==> config.mk <==
export PLATFORM = sky130hd
export DESIGN_NAME = bfid_div
export DESIGN_NICKNAME = d
export VERILOG_FILES = /design/src/design/bfid_pkg.sv /design/src/design/bfid_div.sv
export SDC_FILE = /design/constraint.sdc
export NUM_CORES = 1
export LEC_CHECK = 0
export ABC_AREA = 1
export BUFFER_PORTS_ARGS = -buffer_cell sky130_fd_sc_hd__clkbuf_2
export CAP_MARGIN = 10
export CORE_MARGIN = 2
export CORE_UTILIZATION = 32
export CTS_CLUSTER_SIZE = 28
export DETAILED_ROUTE_END_ITERATION = 16
export GPL_ROUTABILITY_DRIVEN = 0
export GPL_TIMING_DRIVEN = 0
export PLACE_DENSITY = 0.57
export SYNTH_ARGS = -nofsm -noshare
export SYNTH_HDL_FRONTEND = slang
export SYNTH_SLANG_ARGS = --single-unit
export TNS_END_PERCENT = 5
==> constraint.sdc <==
create_clock -name clk -period 3.3 [get_ports clk]
set_input_delay 0.33 -clock clk [delete_from_list [all_inputs] [get_ports clk]]
set_output_delay 0.33 -clock clk [all_outputs]
set_load 0.005 [all_outputs]
==> src/design/bfid_pkg.sv <==
package bfid_pkg;

	// fixed field widths
	localparam int CFG_W     = 13;
	localparam int GRID_W    = 9;
	localparam int IDX_W     = 8;
	localparam int PIX_W     = 8;
	localparam int REG_IDX_W = 3;

	// grid index range of the output fields
	localparam int GRID_INDEX_LIMIT = 256;

	// register indexes
	localparam logic [REG_IDX_W-1:0] REG_SOURCE_WIDTH  = 3'd0;
	localparam logic [REG_IDX_W-1:0] REG_SOURCE_HEIGHT = 3'd1;
	localparam logic [REG_IDX_W-1:0] REG_GRID_COLUMNS  = 3'd2;
	localparam logic [REG_IDX_W-1:0] REG_GRID_ROWS     = 3'd3;
	localparam logic [REG_IDX_W-1:0] REG_SAMPLING_MODE = 3'd4;

	// sampling modes
	localparam logic MODE_POINT = 1'b0;
	localparam logic MODE_AREA  = 1'b1;

	// divider status
	typedef struct packed {
		logic busy;
		logic done;
	} div_stat_t;

	// band memory control
	typedef struct packed {
		logic rd;
		logic wr;
		logic clr;
	} mem_ctl_t;

endpackage

==> src/design/bfid_div.sv <==
module bfid_div #(
	parameter int W = 34
) (
	input  logic                clk,
	input  logic                arst_n,
	input  logic                start,
	input  logic [W-1:0]        num,
	input  logic [W-1:0]        den,
	output bfid_pkg::div_stat_t stat,
	output logic [W-1:0]        quot
);

	localparam int CNT_W = $clog2(W + 1);

	logic [W:0]       rem_q;
	logic [W-1:0]     quo_q;
	logic [W-1:0]     den_q;
	logic [CNT_W-1:0] cnt_q;
	logic             busy_q;
	logic             done_q;
	logic [W:0]       rem_sh;

	// one restoring step per cycle
	assign rem_sh = {rem_q[W-1:0], quo_q[W-1]};

	always_ff @(posedge clk or negedge arst_n) begin
		if (!arst_n) begin
			busy_q <= 1'b0;
			done_q <= 1'b0;
			cnt_q  <= '0;
		end else begin
			done_q <= 1'b0;
			if (start) begin
				rem_q  <= '0;
				quo_q  <= num;
				den_q  <= den;
				cnt_q  <= CNT_W'(W);
				busy_q <= 1'b1;
			end else if (busy_q) begin
				if (rem_sh >= {1'b0, den_q}) begin
					rem_q <= rem_sh - {1'b0, den_q};
					quo_q <= {quo_q[W-2:0], 1'b1};
				end else begin
					rem_q <= rem_sh;
					quo_q <= {quo_q[W-2:0], 1'b0};
				end
				cnt_q <= cnt_q - 1'b1;
				if (cnt_q == CNT_W'(1)) begin
					busy_q <= 1'b0;
					done_q <= 1'b1;
				end
			end
		end
	end

	assign stat.busy = busy_q;
	assign stat.done = done_q;
	assign quot      = quo_q;

endmodule

==> impl_metrics.csv, run 1 <==
group,metric,value,unit
worst_setup_path,cp-start-kind,"flop",
synth,synth_top_area_cell,"edfxtp_1",
finish,postLayoutCoreUtil,0.381,
clocking,clk_latency,0.38,ns
floorplan,die_h,158,um
drt,drtPass1Iterations,5,
synth,synth-simple-area-share,0.331,
finish,synthToLayoutAreaGrowth,17.2,%
finish,antenna_cells,0,
clocking,cts_tree,"built",
synth,yosysTopAreaCellShare,0.402,
power_and_ir_drop,power.leakage,0.00472,uW
drt,first_iter_violations,339,
clocking,h-tree-depth,3,
floorplan,die_area,0.0250,mm2
worst_setup_path,critPathArrivalTime,2.82,ns
worst_setup_path,crit_type,"reg2reg",
sta,setup_tns,0,ns
drt,wl,20000,um
place,dp.final_hpwl,15600,um
synth,syn_area_per_cell,7.29,um2
drt,num_vias,6689,
worst_setup_path,reg2reg_depth,16,
grt,grt_pass1_wl,33100,um
floorplan,initial_core_util,0.325,
sta,hold_violations,0,
clocking,cts_resized,0,
min_path,hold_class,"in2reg",
finish,fillCellCount,2551,
grt,grt_overflow,0,
worst_setup_path,end_kind,"flop",
synth,synth_warnings,0,
drt,viasPerCell,4.50,
synth,netlist_instances,1045,
power_and_ir_drop,ir_drop,0.254,mV
sta,grt_setup_unrepaired,"no",
worst_setup_path,critPathMaxFanout,4,
synth,synth_fp_nets,1153,
clocking,postCtsHoldBufs,0,
run,drv_cap,0,
sta,finalCritPeriodShare,0.817,
sta,setup_viol,0,
grt,antenna_found_initial,0,
clocking,clock_path_buffers,2,
drt,route.detailed.drc,0,
grt,grt_pass1_vias,6687,
synth,synth-xor-area-share,0.0196,
synth,ys_seq_area_frac,0.429,
grt,gr-usage-all-layers,0.170,
synth,yosys-top-cells-area,"edfxtp_1, nand2_1, inv_1",
sta,slew_headroom,0.287,
synth,synth_compound_area_frac,0.0403,
place,io_buffers,106,
power_and_ir_drop,power_density,516,mW/mm2
sta,tightest_slew,1.07,ns
clocking,cts_setup_buffers,0,
synth,synth_cell_types,35,
synth,yosys.area_share.adder,0.0618,
floorplan,ioPinCount,107,
floorplan,row_count,56,
drt,wl_per_cell,13.4,um
sta,drv_slew,0,
floorplan,core,0.0234,mm2
clocking,cts.reportedPaths.clkPinSlew,0.10,ns
clocking,cts-root-buf,"clkbuf_16",
finish,final_nets,1272,
min_path,min_path_cells,1,
sta,layout_min_cycle_time,2.70,ns
drt,ant_nets,0,
synth,synth.ff_latch_count,110,
worst_setup_path,cp_data_required_time,3.42,ns
floorplan,dieWidth,158,um
synth,synth_area,0.00761,mm2
run_status,status,"finished clean",
sta,skew,0.0171,ns
clocking,cts_made_buffers,9,
finish,drive_gt1_frac,0.137,
sta,max_freq,371,MHz
clocking,cts_sinks,110,
grt,grt_max_degree,45,
synth,synth_top_family_by_area,"simple AND/OR/NAND/NOR gates",
synth,muxShareOfSynthArea,0,
==> synth_stat cells <==
| master | count |
|---|---|
| nor2_4 | 1 |
| nand3_1 | 82 |
| nand3b_1 | 16 |
| o21ai_1 | 17 |
| nand3_2 | 1 |
| clkbuf_1 | 8 |
| buf_2 | 4 |
| and2_1 | 3 |
| nor2_2 | 5 |
| nor4_1 | 1 |
| a21oi_1 | 21 |
| nand2_8 | 2 |
| and3_1 | 1 |
| ha_1 | 36 |
| fa_1 | 1 |
| o21ai_0 | 11 |
| inv_1 | 197 |
| a22oi_1 | 1 |
| nor2_1 | 54 |
| buf_6 | 5 |
| buf_4 | 5 |
| dfrtp_1 | 8 |
| edfxtp_1 | 102 |
| a31oi_1 | 1 |
| nand4_1 | 5 |
| xnor2_1 | 17 |
| nand2_2 | 4 |
| inv_2 | 3 |
| nand2_1 | 421 |
| a21oi_2 | 2 |
| buf_1 | 2 |
| or3b_2 | 1 |
| nand2_4 | 1 |
| o21bai_1 | 4 |
| nor3_1 | 2 |
==> through the flow <==
step	hold WS [ns]	setup WS (ns)	cell area [um2]	instances	power (uW)
final	0.128	0.603	8920	1488	4600
after global routing	0.110	0.346	8920	1488	4960
after CTS	0.108	0.620	8890	1487	4660
after detailed placement	0.481	0.647	8570	1471	3460
after global placement	0.471	-0.693	8540	1470	3440
after floorplan	0.0344	0.697	7610	1045	3010
==> logic make-up after synthesis <==
| family | Yosys count |
|---|---|
| compound gates | 57 |
| buf+inv | 224 |
| flops | 110 |
| fa+ha+maj | 37 |
| xor+xnor | 17 |
| simple gates | 600 |
==> cells in the final DEF, fill, tap and decap left out, drive strengths merged <==
cell,netlist,routed
nor4,1,1
buf,16,18
fa,1,1
clkinv,0,3
o21ai,28,28
nand4,5,5
clkbuf,8,123
xnor2,17,17
a31oi,1,1
nand2,428,428
nand3,83,83
and3,1,1
and2,3,3
ha,36,36
nor3,2,2
o21bai,4,4
dfrtp,8,8
nand3b,16,16
inv,200,204
edfxtp,102,102
nor2,60,60
a22oi,1,1
or3b,1,1
a21oi,23,23
==> registers in the layout, summed over array words and instances, names as in the netlist <==
register  count
quot         34
cnt_q         6
rem_q        34
den_q        34
done_q        1
busy_q        1
==> worst max-delay path, stage by stage (launching register included) <==
cell	delay, ns
edfxtp_1	0.41
inv_1	0.09
ha_1	0.14
inv_1	0.07
fa_1	0.49
nand3_1	0.13
nand3_1	0.18
nand2_1	0.11
nand2_1	0.13
nand2_1	0.09
nand2_1	0.10
nand2_1	0.15
nand3_1	0.10
nand2_1	0.08
nand2_1	0.06
nand3_1	0.07
nand2_1	0.05
==> area by class of cell <==
type                            count  area [um2]  share of cell area
Buffer                             24         151              0.0170
Clock buffer                        9         225              0.0252
Clock inverter                      7        96.3              0.0108
Inverter                          200         751              0.0842
Multi-Input combinational cell    711        3460               0.388
Sequential cell                   110        3260               0.366
Tap cell                          319         399              0.0447
Timing Repair Buffer              108         578              0.0648
==> path summary, 6_finish.rpt <==
check	start	end	slack, ns
max	quot[33]	rem_q[30]	0.60
min	den[7]	den_q[7]	0.13
max reg2reg	quot[33]	rem_q[30]	0.60
min reg2reg	cnt_q[4]	cnt_q[4]	0.49
max in group asynchronous	arst_n	busy_q	2.78
min in group asynchronous	arst_n	cnt_q[2]	0.36
==> metal layers <==
layer	vias to the layer above	wire length, um	global-route usage	part of all wire
li1	3490	-	-	-
met1	3032	9470	0.224	0.47
met2	152	9010	0.279	0.45
met3	15	1240	0.0430	0.062
met4	0	241	0.0412	0.012
met5	-	0	0	0
==> power by group <==
part / internal (uW) / total, uW / leakage, uW / switching, uW
Clock: 557 / 1170 / 0.000156 / 613
Combinational: 601 / 1600 / 0.00346 / 1000
Sequential: 1730 / 1830 / 0.00110 / 103
Power figures use the tool's default switching activity.
==> inputs of run 2 (changes only) <==
clock period = 2.5 ns   (was 3.3 ns; I/O delays follow)
==> impl_metrics.csv, run 2 (synthesized netlist as in run 1, its figures left out) <==
group,metric,value,unit
sta,grt_setup_unrepaired,"yes",
sta,slew_headroom,0.468,
power_and_ir_drop,total_power,6380,uW
sta,layout_min_cycle_time,2.38,ns
drt,wl_per_cell,13.9,um
power_and_ir_drop,ir_drop,0.295,mV
clocking,cts_tree,"built",
worst_setup_path,cp_data_required_time,2.63,ns
finish,drive_gt1_frac,0.188,
finish,final_nets,1281,
clocking,postCtsHoldBufs,0,
worst_setup_path,crit_type,"reg2reg",
drt,first_iter_violations,389,
drt,wl,20700,um
clocking,h-tree-depth,3,
floorplan,initial_core_util,0.325,
floorplan,core,0.0234,mm2
sta,drv_slew,0,
power_and_ir_drop,power_density,677,mW/mm2
sta,setup_viol,0,
finish,antenna_cells,0,
drt,viasPerCell,4.50,
place,io_buffers,106,
grt,grt.met2_usage,0.271,
clocking,clk_latency,0.38,ns
drt,num_vias,6740,
finish,postLayoutCoreUtil,0.402,
grt,gr-usage-met3,0.0416,
worst_setup_path,critPathMaxFanout,10,
run,drv_cap,0,
sta,hold_violations,0,
floorplan,die_h,158,um
grt,gr-usage-all-layers,0.169,
worst_setup_path,cp-start-kind,"flop",
grt,grt_overflow,0,
floorplan,die_area,0.0250,mm2
drt,route.detailed.drc,0,
clocking,cts.reportedPaths.clkPinSlew,0.09,ns
run_status,status,"finished clean",
drt,drtPass1Iterations,6,
grt,antenna_found_initial,0,
grt,grt_pass1_wl,32800,um
floorplan,ioPinCount,107,
finish,layout_common_cells,"nand2_1, inv_1, clkbuf_2, edfxtp_1, nand3_1",
finish,synthToLayoutAreaGrowth,23.6,%
grt,grt_max_degree,45,
finish,final_common_cell,"nand2_1",
clocking,clock_path_buffers,2,
grt,grt_pass1_vias,6435,
place,dpl_cell_area,0.00857,mm2
clocking,cts-root-buf,"clkbuf_16",
power_and_ir_drop,power.leakage,0.00477,uW
sta,finalCritPeriodShare,0.952,
grt,top_usage_layer,"met2",
worst_setup_path,critPathArrivalTime,2.51,ns
grt,grt_util_met1,0.224,
worst_setup_path,end_kind,"flop",
floorplan,row_count,56,
place,dp.final_hpwl,15600,um
sta,max_freq,420,MHz
sta,skew,0.0141,ns
min_path,hold_class,"in2reg",
clocking,cts_sinks,110,
clocking,cts_made_buffers,9,
floorplan,dieWidth,158,um
drt,ant_nets,0,
sta,tightest_slew,0.797,ns
finish,finish.instance_area,0.00942,mm2
[run 2: cell count changes in the layout (fill, tap and decap cells not counted), sizes merged]
cell	before	now
buf	18	26
nor2	60	61
[run 2: what timing repair did]
action                                 in CTS  in global routing
buffers inserted                            1                  6
setup endpoints to repair                  15                 35
endpoints found under the hold margin       0                  0
gates resized for setup                     7                 63
pin swaps                                   0                  3
gates cloned                                0                  2
[run 2: cell type report]
cell class | instances | area, um2
fillers | 2503 | 14000
multi-input cells | 712 | 3880
flip-flops and latches | 110 | 3260
inverters | 200 | 751
repair buffers | 116 | 636
well taps | 319 | 399
clock buffers | 9 | 225
plain buffers | 24 | 173
clock inverters | 7 | 91.3
[run 2: path summary, 6_finish.rpt]
kind | from | depth (start not counted) | endpoint | slack [ns]
min in group asynchronous | arst_n | 2 | cnt_q[1] | 0.28
setup reg to reg | rem_q[15] | 13 | rem_q[33] | 0.12
hold / removal | den[17] | 1 | den_q[17] | 0.04
hold reg to reg | cnt_q[4] | 1 | cnt_q[4] | 0.49
setup / recovery | rem_q[15] | 13 | rem_q[33] | 0.12
max in group asynchronous | arst_n | 2 | cnt_q[2] | 2.07
[run 2: critical path: stages, from the launching register on]
cell and delay [ns]:
edfxtp_1 0.46, ha_4 0.33, nand2_1 0.11, nor2_2 0.18, nand2_1 0.13, nor2_2 0.16, nand2_1 0.09, nand2_2 0.10
nor2_2 0.10, nand2_8 0.11, buf_6 0.15, nand3_1 0.10, nand2_1 0.08, nand2_1 0.05
[run 2: metrics by stage]
| step | cells | worst slack [ns] | setup TNS, ns | hold WS (ns) |
|---|---|---|---|---|
| after floorplan | 1045 | 0.321 | 0 | -0.0456 |
| after global placement | 1470 | -0.628 | -35.35 | 0.428 |
| after detailed placement | 1471 | -0.219 | -1.40 | 0.429 |
| after CTS | 1488 | 0.00951 | 0 | 0.0295 |
| after global routing | 1497 | -0.0277 | -0.0808 | 0.0310 |
| final | 1497 | 0.119 | 0 | 0.0407 |
[run 2: power by group]
group / switching [uW] / total (uW) / leakage, uW / internal, uW
clock: 832 / 1560 / 0.000154 / 730
combinational: 1390 / 2360 / 0.00352 / 970
sequential: 172 / 2450 / 0.00110 / 2280
total: 2400 / 6380 / 0.00477 / 3980
[run 2: layer usage]
layer	routed length, um	part of all wire
met5	0	0
met4	380	0.018
met3	1120	0.054
met2	9220	0.44
met1	10000	0.48
==> inputs of run 3 (changes only) <==
CORE_UTILIZATION = 59   (was 32)
PLACE_DENSITY = 0.89   (was 0.57)
==> impl_metrics.csv, run 3 (synthesized netlist as in run 1, its figures left out) <==
group,metric,value,unit
worst_setup_path,slowest_stage,"edfxtp_1",
grt,grt_pass1_wl,31200,um
floorplan,die_area,0.0138,mm2
grt,grt_pass1_vias,6786,
floorplan,ioPinCount,107,
sta,setup_tns,0,ns
grt,antenna_found_initial,0,
floorplan,initial_core_util,0.603,
sta,grt_setup_unrepaired,"yes",
clocking,clock_path_buffers,2,
clocking,h-tree-depth,3,
power_and_ir_drop,power.leakage,0.00473,uW
power_and_ir_drop,ir_drop,0.582,mV
finish,final_nets,1277,
sta,finalCritPeriodShare,0.957,
finish,final_common_cell,"nand2_1",
min_path,hold_class,"in2reg",
power_and_ir_drop,swShare,0.367,
worst_setup_path,end_kind,"flop",
drt,wl,19300,um
drt,met2WireLength,8960,um
worst_setup_path,r2r_setup_slack,0.11,ns
grt,gr-usage-all-layers,0.281,
grt,grt_max_degree,45,
power_and_ir_drop,total_power,6130,uW
worst_setup_path,path_cells,"inv_2 -> ha_1 -> inv_1 -> fa_2 -> nand3_1 -> nand3_2 -> nand2_1 -> nand2_1 -> nand2_1 -> nand2_2 -> nand2_1 -> nand3_1 -> nand2_1 -> nand2_1 -> nand3_1 -> nand2_1",
worst_setup_path,reg2reg_depth,16,
sta,skew,0.0148,ns
floorplan,core,0.0126,mm2
drt,route.detailed.drc,0,
clocking,cts_tree,"built",
floorplan,row_count,41,
run_status,status,"finished clean",
power_and_ir_drop,power_frac_seq,0.399,
worst_setup_path,cp_data_required_time,2.61,ns
clocking,cts-root-buf,"clkbuf_16",
worst_setup_path,r2r_end,"rem_q[32]",
finish,layout_common_cells,"nand2_1, inv_1, clkbuf_2, edfxtp_1, nand3_1",
power_and_ir_drop,clock_power_share,0.231,
drt,maxUsedRoutingLayer,"met4",
sta,slew_headroom,0.224,
finish,fillCellCount,991,
clocking,cts_sinks,110,
min_path,whs_endpoint,"den_q[25]",
drt,num_vias,7078,
grt,grt_overflow,0,
finish,drive_gt1_frac,0.171,
power_and_ir_drop,intPower,3880,uW
worst_setup_path,crit_path_frequent_cell,"nand2_1",
drt,first_iter_violations,486,
drt,viasPerCell,5.26,
sta,hold_violations,0,
drt,ant_nets,0,
clocking,postCtsHoldBufs,0,
drt,drtPass1Iterations,5,
floorplan,dieWidth,118,um
place,dp.final_hpwl,14400,um
power_and_ir_drop,power_density,682,mW/mm2
worst_setup_path,crit-reg2reg-launch,"quot[33]",
power_and_ir_drop,power_switching,2250,uW
sta,max_freq,418,MHz
worst_setup_path,crit_path_max_incr_delay,0.40,ns
run,drv_cap,0,
worst_setup_path,cp-start-kind,"flop",
clocking,clk_latency,0.37,ns
clocking,cts.reportedPaths.clkPinSlew,0.08,ns
sta,layout_min_cycle_time,2.39,ns
drt,wl_per_cell,14.4,um
worst_setup_path,crit_type,"reg2reg",
min_path,worstHoldStart,"den[25]",
worst_setup_path,critPathArrivalTime,2.51,ns
place,io_buffers,106,
floorplan,die_h,118,um
worst_setup_path,critPathMaxFanout,4,
min_path,min_path_cells,1,
clocking,cts_made_buffers,9,
drt,wl_met1,7750,um
power_and_ir_drop,pwr-share-comb,0.370,
sta,tightest_slew,1.16,ns
finish,antenna_cells,0,
drt,wl_met3,1690,um
sta,setup_viol,0,
sta,drv_slew,0,
finish,synthToLayoutAreaGrowth,17.9,%
-- run 3: cell count changes in the layout (fill, tap and decap cells not counted), moves of 2 or more --
cell,before,now
ha_4,25,14
ha_2,3,7
inv_1,194,196
inv_2,6,4
ha_1,8,15
clkinv_4,0,2
nand2_1,414,416
nor2_4,5,2
nor2_1,43,46
clkinv_8,3,0
-- run 3: timing repair --
item                                    4_1_cts  5_1_grt
endpoints found under the setup margin        7       34
gates resized for setup                       3       41
hold endpoints to repair                      0        0
setup buffers                                 0        6
pin swaps                                     0        2
-- run 3: routing by layer --
layer | vias up | track usage
li1 | 3501 | -
met1 | 3154 | 0.350
met2 | 335 | 0.452
met3 | 88 | 0.0620
met4 | 0 | 0.160
met5 | - | 0
-- run 3: power groups by stage --
stage                     combinational [uW]  sequential (uW)  clock (uW)
final                                   2270             2440        1410
after CTS                               2090             2420        1420
after floorplan                         1550             2420           0
after global routing                    2550             2470        1500
after detailed placement                2070             2460           0
after global placement                  2000             2450           0
-- run 3: metrics by stage --
stage          cells  hold WS, ns   util  setup WS [ns]  instance area, um2
4_1_cts         1340       0.0465  0.688         0.0231                8690
6_report        1346       0.0526  0.712          0.107                8980
3_5_place_dp    1324        0.429  0.665        -0.0826                8400
5_1_grt         1346       0.0484  0.712        -0.0866                8980
3_3_place_gp    1323        0.427  0.663         -0.422                8360
2_1_floorplan   1045      -0.0456      -          0.321                7620
-- run 3: cell type report --
class / count / area, um2 / area share
inverters: 200 / 751 / 0.0836
multi-input cells: 711 / 3700 / 0.412
plain buffers: 24 / 169 / 0.0188
clock buffers: 10 / 229 / 0.0255
well taps: 172 / 215 / 0.0240
clock inverters: 6 / 53.8 / 0.00599
repair buffers: 113 / 603 / 0.0671
flip-flops and latches: 110 / 3260 / 0.363
-- run 3: worst max-delay path, delay by kind of cell (launching register included) --
| kind | cells | cell delay, ns |
|---|---|---|
| simple gates | 12 | 1.04 |
| flops | 1 | 0.40 |
| buf+inv | 2 | 0.16 |
| fa+ha+maj | 2 | 0.54 |
-- run 3: worst max path at each step --
| stage | startpoint | to | slack, ns | cells after the start |
|---|---|---|---|---|
| 5_1_grt | rem_q[31] | rem_q[33] | -0.09 | 14 |
| 3_3_place_gp | arst_n | quot[21] | -0.42 | 3 |
| 6_report | quot[33] | rem_q[32] | 0.11 | 16 |
| 3_5_place_dp | quot[33] | rem_q[32] | -0.08 | 16 |
| 4_1_cts | quot[33] | rem_q[30] | 0.02 | 16 |
| 2_1_floorplan | quot[33] | rem_q[32] | 0.32 | 16 |
